### config.mk
export PLATFORM = sky130hd
export DESIGN_NAME = positional_list_insert_delete_top_flat
export DESIGN_NICKNAME = d
export VERILOG_FILES = /design/src/rtl/plm_pkg.sv /design/src/rtl/plm_if.sv /design/src/rtl/positional_list_insert_delete_top.sv /design/src/rtl/plm_cell.sv /design/src/rtl/plm_chain.sv /design/src/flat_wrapper.sv
export SDC_FILE = /design/constraint.sdc
export NUM_CORES = 1
export LEC_CHECK = 0
export ABC_AREA = 1
export BUFFER_PORTS_ARGS = -buffer_cell sky130_fd_sc_hd__buf_4
export CAP_MARGIN = 15
export CORE_MARGIN = 5
export CORE_UTILIZATION = 40
export CTS_BUF_LIST = sky130_fd_sc_hd__clkbuf_8
export CTS_CLUSTER_SIZE = 24
export DETAILED_ROUTE_END_ITERATION = 6
export SKIP_LAST_GASP = 1
export SLEW_MARGIN = 25
export SYNTH_ARGS = -nofsm -noshare
export SYNTH_HDL_FRONTEND = slang
export SYNTH_SLANG_ARGS = --single-unit
### constraint.sdc
create_clock -name i_clk -period 11.4 [get_ports i_clk]
set_input_delay 2.28 -clock i_clk [delete_from_list [all_inputs] [get_ports i_clk]]
set_output_delay 2.28 -clock i_clk [all_outputs]
set_load 0.01 [all_outputs]
### src/rtl/plm_pkg.sv
// ----------------------------------------------------------------------------
// plm_pkg: shared types and constants for the positional list store
// Sizes of the cell chain, command and status codes, cell operations and
// the control group that the top level hands to the cell chain.
// ----------------------------------------------------------------------------
package plm_pkg;

    // Storage size and element width.
    localparam int DEPTH = 16;
    localparam int WIDTH = 32;

    // Fixed field widths of the request and result channels.
    localparam int CMD_W   = 3;
    localparam int INDEX_W = 4;
    localparam int CFG_W   = 5;
    localparam int OUT_N_W = 5;
    localparam int STAT_W  = 2;

    // Internal widths derived from the depth.
    localparam int CNT_W  = $clog2(DEPTH + 1);
    localparam int ADDR_W = $clog2(DEPTH);
    localparam int POS_W  = (CNT_W > INDEX_W) ? CNT_W : INDEX_W;

    // Reset value of the initial capacity register.
    localparam logic [CFG_W-1:0] CFG_RESET = CFG_W'(4);

    typedef enum logic [CMD_W-1:0] {
        CMD_CLEAR       = 3'd0,
        CMD_INSERT_AT   = 3'd1,
        CMD_APPEND      = 3'd2,
        CMD_DELETE_AT   = 3'd3,
        CMD_DELETE_LAST = 3'd4
    } t_cmd;

    typedef enum logic [STAT_W-1:0] {
        ST_OK        = 2'd0,
        ST_BAD_INDEX = 2'd1,
        ST_EMPTY     = 2'd2,
        ST_FULL      = 2'd3
    } t_status;

    // What one cell does at the next clock edge.
    typedef enum logic [1:0] {
        OP_HOLD,
        OP_LOAD_NEW,
        OP_FROM_LOW,
        OP_FROM_HIGH
    } t_cell_op;

    // Shift command from the control logic to the cell chain.
    typedef struct packed {
        logic              ins;
        logic              del;
        logic [POS_W-1:0]  pos;
        logic [POS_W-1:0]  cnt;
        logic [WIDTH-1:0]  value;
    } t_chain_cmd;

    // Capacity loaded on reset and on clear, clamped to 1..DEPTH.
    function automatic logic [CNT_W-1:0] load_cap(input logic [CFG_W-1:0] cfg);
        logic [CNT_W-1:0] res;
        if (cfg == '0) begin
            res = CNT_W'(1);
        end else if (int'(cfg) > DEPTH) begin
            res = CNT_W'(DEPTH);
        end else begin
            res = CNT_W'(cfg);
        end
        return res;
    endfunction

endpackage

### src/rtl/plm_if.sv
// ----------------------------------------------------------------------------
// plm_if: channel interfaces of the positional list store
// Request, result and configuration channels, each with valid and ready.
// ----------------------------------------------------------------------------
interface plm_cmd_if;
    logic                           valid;
    logic                           ready;
    logic [plm_pkg::CMD_W-1:0]      command;
    logic [plm_pkg::INDEX_W-1:0]    index;
    logic [plm_pkg::WIDTH-1:0]      element_value;

    modport source (output valid, output command, output index, output element_value,
                    input ready);
    modport sink   (input valid, input command, input index, input element_value,
                    output ready);
endinterface

interface plm_res_if;
    logic                           valid;
    logic                           ready;
    logic [plm_pkg::WIDTH-1:0]      removed_value;
    logic [plm_pkg::OUT_N_W-1:0]    element_count;
    logic [plm_pkg::OUT_N_W-1:0]    logical_capacity;
    logic [plm_pkg::STAT_W-1:0]     status;

    modport source (output valid, output removed_value, output element_count,
                    output logical_capacity, output status, input ready);
    modport sink   (input valid, input removed_value, input element_count,
                    input logical_capacity, input status, output ready);
endinterface

interface plm_cfg_if;
    logic                           valid;
    logic                           ready;
    logic [plm_pkg::CFG_W-1:0]      initial_capacity;

    modport source (output valid, output initial_capacity, input ready);
    modport sink   (input valid, input initial_capacity, output ready);
endinterface

### src/rtl/positional_list_insert_delete_top.sv
// ----------------------------------------------------------------------------
// positional_list_insert_delete_top: ordered list store with tracked capacity
// Clear, insert at, append, delete at and delete last on a chain of cells,
// with a logical capacity that doubles when full and halves when sparse.
//
//   Channel   Direction  Contents
//   i_cmd     in         command, index, element_value
//   o_res     out        removed_value, element_count, logical_capacity, status
//   i_cfg     in         initial_capacity (always ready)
//
// Each request is decoded and applied to the cell chain in the cycle it is
// accepted; all cells shift together, so one request per cycle is taken.
// The result is captured in the output register when the request is accepted.
// A new request is taken while a result waits only if o_res.ready is high.
// Reset empties the list and loads the capacity from the register value 4.
// ----------------------------------------------------------------------------
module positional_list_insert_delete_top (
    input  logic        i_clk,
    input  logic        i_rst_n,
    plm_cmd_if.sink     i_cmd,
    plm_res_if.source   o_res,
    plm_cfg_if.sink     i_cfg
);
    import plm_pkg::*;

    logic [CFG_W-1:0]  r_init_cap;
    logic [CNT_W-1:0]  r_count;
    logic [CNT_W-1:0]  n_count;
    logic [CNT_W-1:0]  r_cap;
    logic [CNT_W-1:0]  n_cap;
    logic              r_out_valid;
    logic [WIDTH-1:0]  r_removed;
    logic [WIDTH-1:0]  n_removed;
    logic [CNT_W-1:0]  r_out_count;
    logic [CNT_W-1:0]  r_out_cap;
    t_status           r_status;
    t_status           n_status;

    logic              accept;
    logic              do_ins;
    logic              do_del;
    logic [POS_W-1:0]  pos;
    logic [POS_W-1:0]  cnt_ext;
    logic [CNT_W:0]    cap_dbl;
    logic [WIDTH-1:0]  chain_removed;
    t_chain_cmd        chain_cmd;

    assign accept      = i_cmd.valid && i_cmd.ready;
    assign i_cmd.ready = !r_out_valid || o_res.ready;
    assign i_cfg.ready = 1'b1;
    assign cnt_ext     = POS_W'(r_count);
    assign cap_dbl     = {r_cap, 1'b0};

    // Command decode, error checks and capacity tracking.
    always_comb begin
        do_ins    = 1'b0;
        do_del    = 1'b0;
        pos       = POS_W'(i_cmd.index);
        n_count   = r_count;
        n_cap     = r_cap;
        n_removed = '0;
        n_status  = ST_OK;
        unique case (t_cmd'(i_cmd.command))
            CMD_CLEAR: begin
                n_count = '0;
                n_cap   = load_cap(r_init_cap);
            end
            CMD_INSERT_AT, CMD_APPEND: begin
                if (t_cmd'(i_cmd.command) == CMD_APPEND) begin
                    pos = cnt_ext;
                end
                if (pos > cnt_ext) begin
                    n_status = ST_BAD_INDEX;
                end else if (int'(r_count) >= DEPTH) begin
                    n_status = ST_FULL;
                end else begin
                    do_ins  = 1'b1;
                    n_count = r_count + CNT_W'(1);
                    if (r_count >= r_cap) begin
                        n_cap = (int'(cap_dbl) > DEPTH) ? CNT_W'(DEPTH)
                                                        : CNT_W'(cap_dbl);
                    end
                end
            end
            CMD_DELETE_AT, CMD_DELETE_LAST: begin
                if (r_count == '0) begin
                    n_status = ST_EMPTY;
                end else begin
                    if (t_cmd'(i_cmd.command) == CMD_DELETE_LAST) begin
                        pos = cnt_ext - POS_W'(1);
                    end
                    if (pos >= cnt_ext) begin
                        n_status = ST_BAD_INDEX;
                    end else begin
                        do_del    = 1'b1;
                        n_removed = chain_removed;
                        n_count   = r_count - CNT_W'(1);
                        if (n_count < (r_cap >> 2)) begin
                            n_cap = r_cap - (r_cap >> 1);
                        end
                    end
                end
            end
            default: begin
                n_status = ST_OK;
            end
        endcase
    end

    // Shift request to the cell chain, only for an accepted request.
    assign chain_cmd.ins   = do_ins && accept;
    assign chain_cmd.del   = do_del && accept;
    assign chain_cmd.pos   = pos;
    assign chain_cmd.cnt   = cnt_ext;
    assign chain_cmd.value = i_cmd.element_value;

    plm_chain u_chain (
        .i_clk     (i_clk),
        .i_cmd     (chain_cmd),
        .o_removed (chain_removed)
    );

    // Configuration register, list count and capacity.
    always_ff @(posedge i_clk) begin
        if (!i_rst_n) begin
            r_init_cap <= CFG_RESET;
            r_count    <= '0;
            r_cap      <= load_cap(CFG_RESET);
        end else begin
            if (i_cfg.valid) begin
                r_init_cap <= i_cfg.initial_capacity;
            end
            if (accept) begin
                r_count <= n_count;
                r_cap   <= n_cap;
            end
        end
    end

    // Output register valid flag.
    always_ff @(posedge i_clk) begin
        if (!i_rst_n) begin
            r_out_valid <= 1'b0;
        end else if (accept) begin
            r_out_valid <= 1'b1;
        end else if (o_res.ready) begin
            r_out_valid <= 1'b0;
        end
    end

    // Output register payload.
    always_ff @(posedge i_clk) begin
        if (accept) begin
            r_removed   <= n_removed;
            r_out_count <= n_count;
            r_out_cap   <= n_cap;
            r_status    <= n_status;
        end
    end

    assign o_res.valid            = r_out_valid;
    assign o_res.removed_value    = r_removed;
    assign o_res.element_count    = OUT_N_W'(r_out_count);
    assign o_res.logical_capacity = OUT_N_W'(r_out_cap);
    assign o_res.status           = r_status;

endmodule

### src/rtl/plm_cell.sv
// ----------------------------------------------------------------------------
// plm_cell: one storage cell of the list chain
// Holds one element and loads a new value, its lower neighbour or its upper
// neighbour as the chain control selects.
// ----------------------------------------------------------------------------
module plm_cell (
    input  logic                        i_clk,
    input  plm_pkg::t_cell_op           i_op,
    input  logic [plm_pkg::WIDTH-1:0]   i_new,
    input  logic [plm_pkg::WIDTH-1:0]   i_low,
    input  logic [plm_pkg::WIDTH-1:0]   i_high,
    output logic [plm_pkg::WIDTH-1:0]   o_value
);
    import plm_pkg::*;

    logic [WIDTH-1:0] r_value;
    logic [WIDTH-1:0] n_value;

    // Select the next content of the cell.
    always_comb begin
        unique case (i_op)
            OP_LOAD_NEW:  n_value = i_new;
            OP_FROM_LOW:  n_value = i_low;
            OP_FROM_HIGH: n_value = i_high;
            default:      n_value = r_value;
        endcase
    end

    // Element storage; contents are only read after being written.
    always_ff @(posedge i_clk) begin
        r_value <= n_value;
    end

    assign o_value = r_value;

endmodule

### src/rtl/plm_chain.sv
// ----------------------------------------------------------------------------
// plm_chain: row of list cells with per-cell shift control
// Decodes an insert or delete into one operation per cell, so that all
// later elements move one place together, and returns the element
// at the delete position.
// ----------------------------------------------------------------------------
module plm_chain (
    input  logic                        i_clk,
    input  plm_pkg::t_chain_cmd         i_cmd,
    output logic [plm_pkg::WIDTH-1:0]   o_removed
);
    import plm_pkg::*;

    logic [WIDTH-1:0] cell_value [DEPTH];
    t_cell_op         cell_op    [DEPTH];

    genvar gi;
    generate
        for (gi = 0; gi < DEPTH; gi++) begin : g_cell
            localparam logic [POS_W-1:0] POS_I   = POS_W'(gi);
            localparam logic [POS_W:0]   POS_INC = (POS_W + 1)'(gi + 1);

            logic [WIDTH-1:0] low_value;
            logic [WIDTH-1:0] high_value;

            // Per-cell operation: insert opens a gap at pos, delete closes it.
            always_comb begin
                cell_op[gi] = OP_HOLD;
                if (i_cmd.ins) begin
                    if (POS_I == i_cmd.pos) begin
                        cell_op[gi] = OP_LOAD_NEW;
                    end else if (POS_I > i_cmd.pos && POS_I <= i_cmd.cnt) begin
                        cell_op[gi] = OP_FROM_LOW;
                    end
                end else if (i_cmd.del) begin
                    if (POS_I >= i_cmd.pos && POS_INC < {1'b0, i_cmd.cnt}) begin
                        cell_op[gi] = OP_FROM_HIGH;
                    end
                end
            end

            // Neighbour taps; the ends of the chain see zero.
            if (gi == 0) begin : g_first
                assign low_value = '0;
            end else begin : g_inner_low
                assign low_value = cell_value[gi-1];
            end
            if (gi == DEPTH - 1) begin : g_last
                assign high_value = '0;
            end else begin : g_inner_high
                assign high_value = cell_value[gi+1];
            end

            plm_cell u_cell (
                .i_clk   (i_clk),
                .i_op    (cell_op[gi]),
                .i_new   (i_cmd.value),
                .i_low   (low_value),
                .i_high  (high_value),
                .o_value (cell_value[gi])
            );
        end
    endgenerate

    // Element at the delete position; pos is below count there.
    assign o_removed = cell_value[i_cmd.pos[ADDR_W-1:0]];

endmodule

### src/flat_wrapper.sv
// flat-port wrapper written by rule: the top's interface ports become plain ports
module positional_list_insert_delete_top_flat import plm_pkg::*;
  (i_clk, i_rst_n, i_cmd_valid, i_cmd_command, i_cmd_index, i_cmd_element_value, i_cmd_ready, o_res_valid, o_res_removed_value, o_res_element_count, o_res_logical_capacity, o_res_status, o_res_ready, i_cfg_valid, i_cfg_initial_capacity, i_cfg_ready);
  plm_cmd_if i_cmd_i ();
  plm_res_if o_res_i ();
  plm_cfg_if i_cfg_i ();
  input  logic i_clk;
  input  logic i_rst_n;
  input wire logic [$bits(i_cmd_i.valid)-1:0] i_cmd_valid;
  input wire logic [$bits(i_cmd_i.command)-1:0] i_cmd_command;
  input wire logic [$bits(i_cmd_i.index)-1:0] i_cmd_index;
  input wire logic [$bits(i_cmd_i.element_value)-1:0] i_cmd_element_value;
  output wire logic [$bits(i_cmd_i.ready)-1:0] i_cmd_ready;
  output wire logic [$bits(o_res_i.valid)-1:0] o_res_valid;
  output wire logic [$bits(o_res_i.removed_value)-1:0] o_res_removed_value;
  output wire logic [$bits(o_res_i.element_count)-1:0] o_res_element_count;
  output wire logic [$bits(o_res_i.logical_capacity)-1:0] o_res_logical_capacity;
  output wire logic [$bits(o_res_i.status)-1:0] o_res_status;
  input wire logic [$bits(o_res_i.ready)-1:0] o_res_ready;
  input wire logic [$bits(i_cfg_i.valid)-1:0] i_cfg_valid;
  input wire logic [$bits(i_cfg_i.initial_capacity)-1:0] i_cfg_initial_capacity;
  output wire logic [$bits(i_cfg_i.ready)-1:0] i_cfg_ready;
  assign i_cmd_i.valid = i_cmd_valid;
  assign i_cmd_i.command = i_cmd_command;
  assign i_cmd_i.index = i_cmd_index;
  assign i_cmd_i.element_value = i_cmd_element_value;
  assign i_cmd_ready = i_cmd_i.ready;
  assign o_res_valid = o_res_i.valid;
  assign o_res_removed_value = o_res_i.removed_value;
  assign o_res_element_count = o_res_i.element_count;
  assign o_res_logical_capacity = o_res_i.logical_capacity;
  assign o_res_status = o_res_i.status;
  assign o_res_i.ready = o_res_ready;
  assign i_cfg_i.valid = i_cfg_valid;
  assign i_cfg_i.initial_capacity = i_cfg_initial_capacity;
  assign i_cfg_ready = i_cfg_i.ready;
  positional_list_insert_delete_top u_core (.i_clk(i_clk), .i_rst_n(i_rst_n), .i_cmd(i_cmd_i), .o_res(o_res_i), .i_cfg(i_cfg_i));
endmodule
# After elaboration in Yosys (flattened, before gate mapping)
# Index checks and enable logic that the tools add are counted.
dict set report totals {
  reg_bits 572
  input_bits 49
  out_inout_bits 47
  elab_cells 363
}
dict set report classes {
  addsub 3
  n_lt_le_gt_ge 72
  n_eq_ne 67
  muxes 134
  bitwise_logic 2
  n_reduce_logical 61
}
# cell count
set ops {}
lappend ops {{$pmux W32 S3} 16}
lappend ops {{$mux W2} 83}
lappend ops {{$bmux W32 S4} 1}
lappend ops {{$mux W5} 19}
lappend ops {{$eq A2 B2 Y1 const B} 32}
lappend ops {{$mux W32} 2}
lappend ops {{$reduce_bool A3 Y1} 16}
lappend ops {{$eq A4 B5 Y1 const A} 8}
lappend ops {{$ge A4 B5 Y1 const A} 8}
lappend ops {{$gt A4 B5 Y1 const A} 8}
lappend ops {{$le A4 B5 Y1 const A} 8}
lappend ops {{$lt A4 B5 Y1 const A} 8}
lappend ops {{$logic_and A1 B1 Y1} 35}
lappend ops {{$eq A2 B1 Y1 const B} 16}
lappend ops {{$pmux W5 S3} 2}
lappend ops {{$eq A3 B5 Y1 const A} 4}
lappend ops {{$ge A3 B5 Y1 const A} 4}
lappend ops {{$gt A3 B5 Y1 const A} 4}
lappend ops {{$le A3 B5 Y1 const A} 4}
lappend ops {{$lt A3 B5 Y1 const A} 4}
lappend ops {{$logic_not A5 Y1} 3}
lappend ops {{$eq A2 B5 Y1 const A} 2}
lappend ops {{$ge A1 B5 Y1 const A} 2}
lappend ops {{$ge A2 B5 Y1 const A} 2}
lappend ops {{31 further kinds} 48}

# Longest topological paths before layout
# Gate-level depths: netlist of run 1.
dict set report depth {
  ltp_word 13
  ltp_mapped 25
  mapped_depth_nobuf 22
}

# Cells and area by module
# A second synthesis of run 1 with hierarchy kept.
dict set report hier_totals {
  hier_cells 5147
  area_unflattened_um2 38440.6
}
# mod instances cells_per_inst area_per_inst_um2
set by_module_without_submodules {}
lappend by_module_without_submodules {plm_cell 16 180 1712.9}
lappend by_module_without_submodules {plm_chain 1 1815 7312.0}
lappend by_module_without_submodules {positional_list_insert_delete_top 1 452 3722.3}

# Worst setup path before layout of run 1
# OpenSTA, ideal clock, no wires.
dict set report synth_timing {
  kind {input to register}
  start {in i_cmd_command[2]}
  end {reg u_core.u_chain.g_cell[15].u_cell.r_value[0] (enable)}
  arrival_ns 7.870
  setup_slack_ns 2.996
  stages 15
  path_buffers 3
  cell_sequence {nor2_2 -> nand2_2 -> buf_4 -> nand2_1 -> o21ai_2 -> ha_1 -> a21oi_1 -> o21ai_0 -> nand2_1 -> nand2_1 -> inv_2 -> nand3_1 -> buf_2 -> buf_1 -> o311ai_0}
}
dict set report synth_between {
  elab_chain_len 13
  elab_cells_between_ends 36
}
# element line
set synth_lines {}
lappend synth_lines {{start, declared} flat_wrapper.sv:10} ;# input wire logic [$bits(i_cmd_i.command)-1:0] i_cmd_command;
lappend synth_lines {{$eq A3 B3 Y1} {positional_list_insert_delete_top.sv:63, positional_list_insert_delete_top.sv:89}}
lappend synth_lines {{$mux W5} positional_list_insert_delete_top.sv:89} ;# if (t_cmd'(i_cmd.command) == CMD_DELETE_LAST) begin
lappend synth_lines {{$mux W5} positional_list_insert_delete_top.sv:86} ;# if (r_count == '0) begin
lappend synth_lines {{$mux W5} positional_list_insert_delete_top.sv:63} ;# unique case (t_cmd'(i_cmd.command))
lappend synth_lines {{$mux W5 / $ge A5 B5 Y1 (equally long branches)} {positional_list_insert_delete_top.sv:86, positional_list_insert_delete_top.sv:92}}
lappend synth_lines {{$pmux W5 S2 / $mux W1 (equally long branches)} {positional_list_insert_delete_top.sv:63, positional_list_insert_delete_top.sv:92}}
lappend synth_lines {{$ge A4 B5 Y1 (tied with other cells)} plm_chain.sv:36} ;# if (POS_I >= i_cmd.pos && POS_INC < {1'b0, i_cmd.cnt}) begin
lappend synth_lines {{$logic_and A1 B1 Y1 (tied with other cells)} plm_chain.sv:36}
lappend synth_lines {{$mux W2 (tied with other cells)} plm_chain.sv:36}
lappend synth_lines {{$mux W2 (on tied branches)} {plm_chain.sv:35, plm_chain.sv:30}}
lappend synth_lines {{$mux W2 *} plm_chain.sv:29} ;# if (i_cmd.ins) begin
lappend synth_lines {{$eq A2 B1 Y1 / $eq A2 B2 Y1 (equally long branches)} plm_cell.sv:21} ;# unique case (i_op)
lappend synth_lines {{$reduce_bool A3 Y1 (no line) *} n/a}
lappend synth_lines {{end signal, assigned} plm_cell.sv:31} ;# r_value <= n_value;
lappend synth_lines {{end, declared} plm_cell.sv:16} ;# logic [WIDTH-1:0] r_value;
# Every way passes the cells marked *; elsewhere a longest branch is shown, timed or not. The select of a mux whose other input is x is not followed.
# A chain may end at the register's enable or synchronous reset.

# Worst setup path after layout of run 1
dict set report layout_timing {
  start {in i_cmd_command[1]}
  end {reg u_core.u_chain.g_cell[9].u_cell.r_value[4] (enable)}
}
dict set report layout_between {
  elab_chain_len 13
  elab_cells_between_ends 36
}
# element line
set layout_lines {}
lappend layout_lines {{$eq A3 B3 Y1} {positional_list_insert_delete_top.sv:63, positional_list_insert_delete_top.sv:89}}
lappend layout_lines {{$mux W5} positional_list_insert_delete_top.sv:89}
lappend layout_lines {{$mux W5} positional_list_insert_delete_top.sv:86}
lappend layout_lines {{$mux W5} positional_list_insert_delete_top.sv:63}
lappend layout_lines {{$mux W5 / $ge A5 B5 Y1 (equally long branches)} {positional_list_insert_delete_top.sv:86, positional_list_insert_delete_top.sv:92}}
lappend layout_lines {{$pmux W5 S2 / $mux W1 (equally long branches)} {positional_list_insert_delete_top.sv:63, positional_list_insert_delete_top.sv:92}}
lappend layout_lines {{$ge A4 B5 Y1 (tied with other cells)} plm_chain.sv:36}
lappend layout_lines {{$logic_and A1 B1 Y1 (tied with other cells)} plm_chain.sv:36}
lappend layout_lines {{$mux W2 (tied with other cells)} plm_chain.sv:36}
lappend layout_lines {{$mux W2 (on tied branches)} {plm_chain.sv:35, plm_chain.sv:30}}
lappend layout_lines {{$mux W2 *} plm_chain.sv:29}
lappend layout_lines {{$eq A2 B1 Y1 / $eq A2 B2 Y1 (equally long branches)} plm_cell.sv:21}
lappend layout_lines {{$reduce_bool A3 Y1 (no line) *} n/a}
lappend layout_lines {{end signal, assigned} plm_cell.sv:31}
lappend layout_lines {{end, declared} plm_cell.sv:16}
# Marked as above.

==> results of run 1 <==
power groups by stage:
stage	sequential (W)	clock (W)	combinational, W
2_1_floorplan	0.00247	0	0.000671
3_3_place_gp	0.00248	0	0.00103
3_5_place_dp	0.00248	0	0.00104
4_1_cts	0.00244	0.00192	0.00105
5_1_grt	0.00244	0.00202	0.00117
6_report	0.00244	0.00190	0.00108
state kept, by name, summed over array words and instances, names as in the netlist, 2 cells and up:
signal / count
u_core.u_chain.g_cell.u_cell.o_value: 512
u_core.o_res.removed_value: 32
u_core.cnt_ext: 5
u_core.o_res.element_count: 5
u_core.o_res.logical_capacity: 5
u_core.r_cap: 5
u_core.r_init_cap: 5
u_core.o_res.status: 2
metrics by stage:
| step | power [W] | util, % |
|---|---|---|
| detailed placement | 0.00352 | 41.6 |
| finish | 0.00542 | 43.8 |
| global route | 0.00563 | 43.8 |
| CTS | 0.00541 | 43.8 |
| floorplan | 0.00314 | - |
| global placement | 0.00352 | 41.6 |
logic make-up (layout without fill, tap and decap cells):
group | Yosys count | in the layout | synth area share, %
buf+inv | 726 | 704 | 8.44
fa+ha+maj | 29 | 29 | 1.04
flops | 572 | 572 | 47.9
other cells | 1 | 2 | 0.0106
xor+xnor | 2 | 2 | 0.0493
simple gates | 2935 | 2935 | 35.6
compound gates | 457 | 457 | 6.98
path summary, 6_finish.rpt:
check	endpoint	slack, ps	depth (start not counted)
setup / recovery	u_core.u_chain.g_cell[9].u_cell.o_value[4]	4370	18
hold / removal	u_core.r_init_cap[2]	540	2
setup reg to reg	u_core.u_chain.g_cell[9].u_cell.o_value[4]	4920	18
hold reg to reg	u_core.r_init_cap[2]	540	2
area by class of cell:
class	count	area, um2
Multi-Input combinational cell	3424	15700
Sequential cell	572	17000
Timing Repair Buffer	163	1250
Fill cell	8856	49600
Inverter	358	1350
Tap cell	1165	1460
Clock buffer	112	1540
Clock inverter	71	385
Antenna cell	1	2.50
critical path, stage by stage:
cell                      delay [ps]
sky130_fd_sc_hd__buf_4           130
sky130_fd_sc_hd__nor2_2          130
sky130_fd_sc_hd__nand2_2         140
sky130_fd_sc_hd__inv_2           110
sky130_fd_sc_hd__nand3_1         100
sky130_fd_sc_hd__inv_1           130
sky130_fd_sc_hd__ha_1            270
sky130_fd_sc_hd__a21oi_1         160
sky130_fd_sc_hd__o21a_1          130
sky130_fd_sc_hd__nand3_1          80
sky130_fd_sc_hd__inv_1           190
sky130_fd_sc_hd__nand3_1         440
sky130_fd_sc_hd__inv_1           620
sky130_fd_sc_hd__nand3_2         920
sky130_fd_sc_hd__nand2_2         310
sky130_fd_sc_hd__nand2_2         520
sky130_fd_sc_hd__nand2_1         200
sky130_fd_sc_hd__buf_4           490
per-layer routing:
metal	GRT usage [%]	wire, um
met5	0	30
met4	10.1	5010
met3	7.03	17400
met2	40.3	56700
met1	40.3	58000
Yosys cell counts, types with 2 or more instances:
master | instances | share of area (%)
sky130_fd_sc_hd__ha_1 | 28 | 0.99
sky130_fd_sc_hd__nor2_1 | 397 | 4.2
sky130_fd_sc_hd__nand2_4 | 3 | 0.095
sky130_fd_sc_hd__o21a_1 | 2 | 0.042
sky130_fd_sc_hd__buf_4 | 22 | 0.47
sky130_fd_sc_hd__edfxtp_1 | 556 | 47
sky130_fd_sc_hd__dfxtp_1 | 16 | 0.90
sky130_fd_sc_hd__nand2_1 | 1568 | 17
sky130_fd_sc_hd__and2_1 | 2 | 0.035
sky130_fd_sc_hd__buf_1 | 56 | 0.59
sky130_fd_sc_hd__o22ai_1 | 13 | 0.23
sky130_fd_sc_hd__nand3_1 | 769 | 11
sky130_fd_sc_hd__o21ai_1 | 29 | 0.41
sky130_fd_sc_hd__inv_2 | 19 | 0.20
sky130_fd_sc_hd__nand3_4 | 2 | 0.099
sky130_fd_sc_hd__clkbuf_1 | 147 | 1.6
sky130_fd_sc_hd__buf_2 | 142 | 2.0
sky130_fd_sc_hd__a21oi_1 | 131 | 1.8
sky130_fd_sc_hd__nand4_1 | 141 | 2.5
sky130_fd_sc_hd__o221ai_1 | 20 | 0.49
sky130_fd_sc_hd__o21ai_0 | 232 | 3.3
sky130_fd_sc_hd__nor2_2 | 3 | 0.053
sky130_fd_sc_hd__nor2_4 | 9 | 0.29
sky130_fd_sc_hd__nand3b_1 | 3 | 0.063
sky130_fd_sc_hd__xor2_1 | 2 | 0.049
sky130_fd_sc_hd__inv_1 | 337 | 3.6
sky130_fd_sc_hd__nand3_2 | 6 | 0.17
sky130_fd_sc_hd__nor3_2 | 4 | 0.11
sky130_fd_sc_hd__a31oi_1 | 2 | 0.035
sky130_fd_sc_hd__nor3_1 | 5 | 0.070
sky130_fd_sc_hd__o211ai_1 | 21 | 0.44
sky130_fd_sc_hd__nand2_2 | 19 | 0.33
==> implementation parameters, run 1 <==
Parameter                              Value

Layout
  Most common cell after layout, fill and taps aside ... sky130_fd_sc_hd__nand2_1
  Synthesis-to-finish area growth ... 8.84%
  Final non-filler cell total ... 5866
  Fraction of final layout cells sized beyond drive strength 1 ... under 10%
  Commonest non-fill, non-tap cells in the layout ... 1560 x sky130_fd_sc_hd__nand2_1, 764 x sky130_fd_sc_hd__nand3_1, 556 x sky130_fd_sc_hd__edfxtp_1, 392 x sky130_fd_sc_hd__nor2_1, 372 x sky130_fd_sc_hd__inv_1
  Final nets ... 4700
  Finished Cell Area ... 0.0387 mm2

STA
  Max-slew violation count ... 0
  Endpoints failing setup ... 0
  Final hold violation count ... 0
  Unrepaired setup endpoints after global routing ... no
  Transition time of the tightest slew-check pin ... 1020 ps
  Final critical-path setup slack ... between 4000 and 5000 ps
  Worst hold margin ... around 540 ps
  Worst Skew ... 32.5 ps
  Peak clock frequency supported by timing ... approximately 0.14 GHz
  Final cycle utilization of the critical path ... 61.7%
  Relative slew margins ... 31.6%
  Total Neg Setup Slack ... 0 ps
  Final critical-path required period ... approximately 7000 ps

Clocking
  Cts-stage hold buffer count ... 0
  Clock H-tree levels ... 3
  Clock edge transition at the registers on the reported setup and hold paths ... 60 ps
  Total clock buffers created by CTS ... 103
  Clock latency reported for the late side of the worst-skew pair ... 750 ps
  Number of gates resized after CTS ... 0
  Sink count of the clock tree ... 572
  Postcts setup bufs ... 0
  Clock root cell ... sky130_fd_sc_hd__clkbuf_8
  Maximum buffer depth of the clock tree ... 3
  TritonCTS clock tree ... built

Route
  DR vias/cell ... 5.80
  Number of DRC markers in iteration 0 ... 5003
  Number of remaining DRC errors ... 0
  Length of the first detailed-routing pass in iterations ... 6
  Per-cell routed wire length ... 23.4 um
  Routed Antenna Nets ... 0
  Routed vias ... roughly 34000
  Total length of routed wires ... approximately 140000 um

Global routing
  Wire length of the first global-routing pass ... just over 200000 um
  Initial antenna violation count ... 4
  Overall global routing resource usage ... 27.8%
  Maximum number of pins on one net before global-route repair ... 226
  GRT overflow ... 0
  Via count of the first global-routing pass ... about 31000

Critical path
  Critical Path Source Type ... primary input
  Required time at the endpoint of the critical path ... 11770 ps
  Path type of the worst setup path ... in -> reg
  First element of the critical path ... i_cmd_command[1]
  Worst reg2reg path startpoint ... u_core.cnt_ext[1]
  Arrival time at the worst endpoint ... 7400 ps
  Highest net fanout along the worst path ... 33
  Crit end category ... register

Logic synthesis
  Syn Area/Cell ... 7.52 um2
  Total number of yosys warnings ... 0
  Most frequently used flop master after synthesis ... sky130_fd_sc_hd__edfxtp_1
  Syn nets ... 4800
  Number of synthesized flops with an enable pin ... around 560
  Instance count of the mapped netlist ... 4722
  Synth unique cells ... 48
  Sequential cell area fraction in the yosys report ... 47.9%
  Post-synthesis cell area ... 0.0355 mm2
  Yosys reg bits ... between 500 and 600
  Async S/R FF share, synth ... 0%

Die
  Boundary Pins ... 96
  Floorplan die area ... 0.0948 mm2
  Initial cell density of the core ... between 40% and 50%
  Die extent in x ... between 300 and 400 um
  Core Box Area ... 0.0882 mm2
  # rows ... around 110
  Floorplan die height ... 308 um

Pwr
  P per Cell Area ... 140 mW/mm2
  Leakage Power ... 16.7 nW
  Part of the total power dissipated in the clock network ... between 30% and 40%
  Sw frac ... about 33%
  Cell internal power dissipation ... between 0.003 and 0.004 W
  Switch Pwr ... approximately 0.0018 W
  Maximum vdd ir drop ... 0.0000792 V
  Fraction of power consumed by combinational cells ... 19.9%
  Share of total power in sequential cells ... 45.0%

Placement
  Minimum setup slack after placement ... 3720 ps
  Count of port buffers added during placement ... 94
  Total instance count after detailed placement ... 5682
  Instance area after placement ... about 0.037 mm2
  RD Place Congestion ... 0.909
  Half-perimeter wire length after placement ... 88300 um

Run status
  Result of the run ... completed

Min path
  Class of the tightest hold or removal check ... reg -> reg
  Source of the worst hold timing path ... u_core.r_init_cap[2]

Run
  Number of max-capacitance violations reported ... 0
Power figures use the tool's default switching activity.
==> run 2: changes to the inputs <==
Clock period 11.4 ns to 6.45 ns, I/O delays scaled along.
==> run 2 against run 1 <==
  * The run now ends with design-rule violations left
  * Wire length fell by 1.1%
  * Via count up 0.13%
  * Design area rose by 1.0%
  * Clock skew grew 43 ps
  * Power increased by 80%
  * Cell count is 0.68% higher
==> implementation parameters, run 2 (synthesis gave the netlist of run 1 again) <==
Parameter                              Value

Route
  Routed Antenna Nets ... 0
  Length of the first detailed-routing pass in iterations ... 7
  Number of remaining DRC errors ... 2
  Total length of routed wires ... 136000 um
  Number of DRC markers in iteration 0 ... ~5000
  Per-cell routed wire length ... 23.0 um
  Routed vias ... 34100
  DR vias/cell ... 5.77

Placement
  Half-perimeter wire length after placement ... 90400 um
  Instance area after placement ... 0.0370 mm2
  Count of port buffers added during placement ... 94
  Total instance count after detailed placement ... ~5700
  Minimum setup slack after placement ... about 850 ps
  RD Place Congestion ... between 0.9 and 1

Critical path
  Cell Chain, Critical Path ... inv_1 -> ha_1 -> nand2_1 -> nand2_1 -> nand2_1 -> nand2_1 -> ha_1 -> a21oi_1 -> o21a_1 -> nand3_1 -> inv_1 -> nand3_1 -> inv_1 -> nand3_1 -> nand2_2 -> nand2_2 -> nand2_1 -> nand3_1
  Worst path max stage delay ... 600 ps
  Path type of the worst setup path ... reg -> reg
  Minimum setup slack among reg-to-reg paths ... 1050 ps
  Required time at the endpoint of the critical path ... ~7000 ps
  Cell repeated most along the worst path ... sky130_fd_sc_hd__nand2_1
  Highest net fanout along the worst path ... 32
  Slowest cell on crit path ... sky130_fd_sc_hd__dfxtp_1
  Arrival time at the worst endpoint ... 5850 ps
  Crit end category ... register
  Critical Path Source Type ... register

Layout
  Final nets ... 4733
  Finished Cell Area ... roughly 0.039 mm2
  Fraction of final layout cells sized beyond drive strength 1 ... around 8.8%
  Synthesis-to-finish area growth ... 9.94%
  Final cell utilization of the core ... ~44%
  Commonest non-fill, non-tap cells in the layout ... 1564 x sky130_fd_sc_hd__nand2_1, 764 x sky130_fd_sc_hd__nand3_1, 556 x sky130_fd_sc_hd__edfxtp_1, 392 x sky130_fd_sc_hd__nor2_1, 369 x sky130_fd_sc_hd__inv_1
  Final non-filler cell total ... 5906
  Number of flip-flops in the largest register ... 512
  Most common cell after layout, fill and taps aside ... sky130_fd_sc_hd__nand2_1

Global routing
  GRT overflow ... 0
  Via count of the first global-routing pass ... 31700
  Initial antenna violation count ... 4
  Overall global routing resource usage ... 27.4%
  Maximum number of pins on one net before global-route repair ... 145
  Wire length of the first global-routing pass ... 201000 um

Clocking
  Clock latency reported for the late side of the worst-skew pair ... 750 ps
  Clock edge transition at the registers on the reported setup and hold paths ... roughly 70 ps
  Total clock buffers created by CTS ... 108
  TritonCTS clock tree ... built
  Sink count of the clock tree ... 572
  Number of gates resized after CTS ... 0
  Clock H-tree levels ... 3
  Clock root cell ... sky130_fd_sc_hd__clkbuf_8
  Postcts setup bufs ... 0
  Maximum buffer depth of the clock tree ... 3
  Cts-stage hold buffer count ... 0

STA
  Final critical-path setup slack ... 1050 ps
  Peak clock frequency supported by timing ... about 0.19 GHz
  Endpoints failing setup ... 0
  Total Neg Setup Slack ... 0 ps
  Transition time of the tightest slew-check pin ... between 1000 and 1500 ps
  Final critical-path required period ... 5400 ps
  Relative slew margins ... between 20% and 30%
  Final cycle utilization of the critical path ... between 80% and 90%
  Unrepaired setup endpoints after global routing ... no
  Max-slew violation count ... 0
  Worst Skew ... ~75 ps
  Final hold violation count ... 0

Die
  # rows ... 109
  Core Box Area ... 0.0882 mm2
  Initial cell density of the core ... 40.2%
  Boundary Pins ... 96
  Die extent in x ... 308 um
  Floorplan die height ... 308 um
  Floorplan die area ... 0.0948 mm2

Run status
  Failing checks ... design-rule violations
  Result of the run ... complete, but fails checks

Run
  Number of max-capacitance violations reported ... 0

Pwr
  Leakage Power ... about 17 nW
  Maximum vdd ir drop ... ~0.00020 V
  P per Cell Area ... roughly 250 mW/mm2

Min path
  Class of the tightest hold or removal check ... reg -> reg
-- run 2: changes by cell type in the layout (fill, tap and decap cells not counted), sizes merged --
cell	before	now
buf	163	191
diode	1	2
inv	401	392
bufinv	3	5
clkinv	24	38
clkinvlp	1	2
clkbuf	112	115
-- run 2: metal layers --
metal	vias to the layer above	part of all wire, %	GRT usage [%]
met3	266	14	8.47
met1	15800	41	38.9
met5	-	0.0074	0
li1	15600	-	-
met4	2	3.5	10.2
met2	2311	41	39.3
-- run 2: final timing paths --
path	start	depth (start not counted)	to
min	u_core.r_init_cap[2]	2	u_core.r_init_cap[2]
min reg2reg	u_core.r_init_cap[2]	2	u_core.r_init_cap[2]
max	u_core.cnt_ext[1]	18	u_core.u_chain.g_cell[14].u_cell.o_value[30]
max reg2reg	u_core.cnt_ext[1]	18	u_core.u_chain.g_cell[14].u_cell.o_value[30]
-- run 2: cell type report --
cell class	count	area, um2
repair buffers	191	1520
flip-flops and latches	572	17000
multi-input cells	3424	15600
clock buffers	115	1580
clock inverters	79	467
diodes	2	5.00
fillers	8811	49200
well taps	1165	1460
inverters	358	1350
-- run 2: critical path: cells and delay by family, from the launching register on --
family / cells / cell delay (ps)
compound gates: 2 / 260
fa+ha+maj: 2 / 650
buf+inv: 3 / 1130
flops: 1 / 600
simple gates: 11 / 2440
-- run 2: power by group --
group / switching (W) / leakage (nW) / internal, W
clock network: 0.00169 / 1.17 / 0.00183
registers: 0.0000818 / 5.20 / 0.00423
logic: 0.00143 / 10.5 / 0.000495
total: 0.00320 / 16.9 / 0.00656
-- run 2: through the flow --
step,hold slack [ps],total power [W]
6_report,498,0.00976
2_1_floorplan,452,0.00555
4_1_cts,498,0.00973
3_5_place_dp,484,0.00624
3_3_place_gp,500,0.00623
5_1_grt,528,0.0101
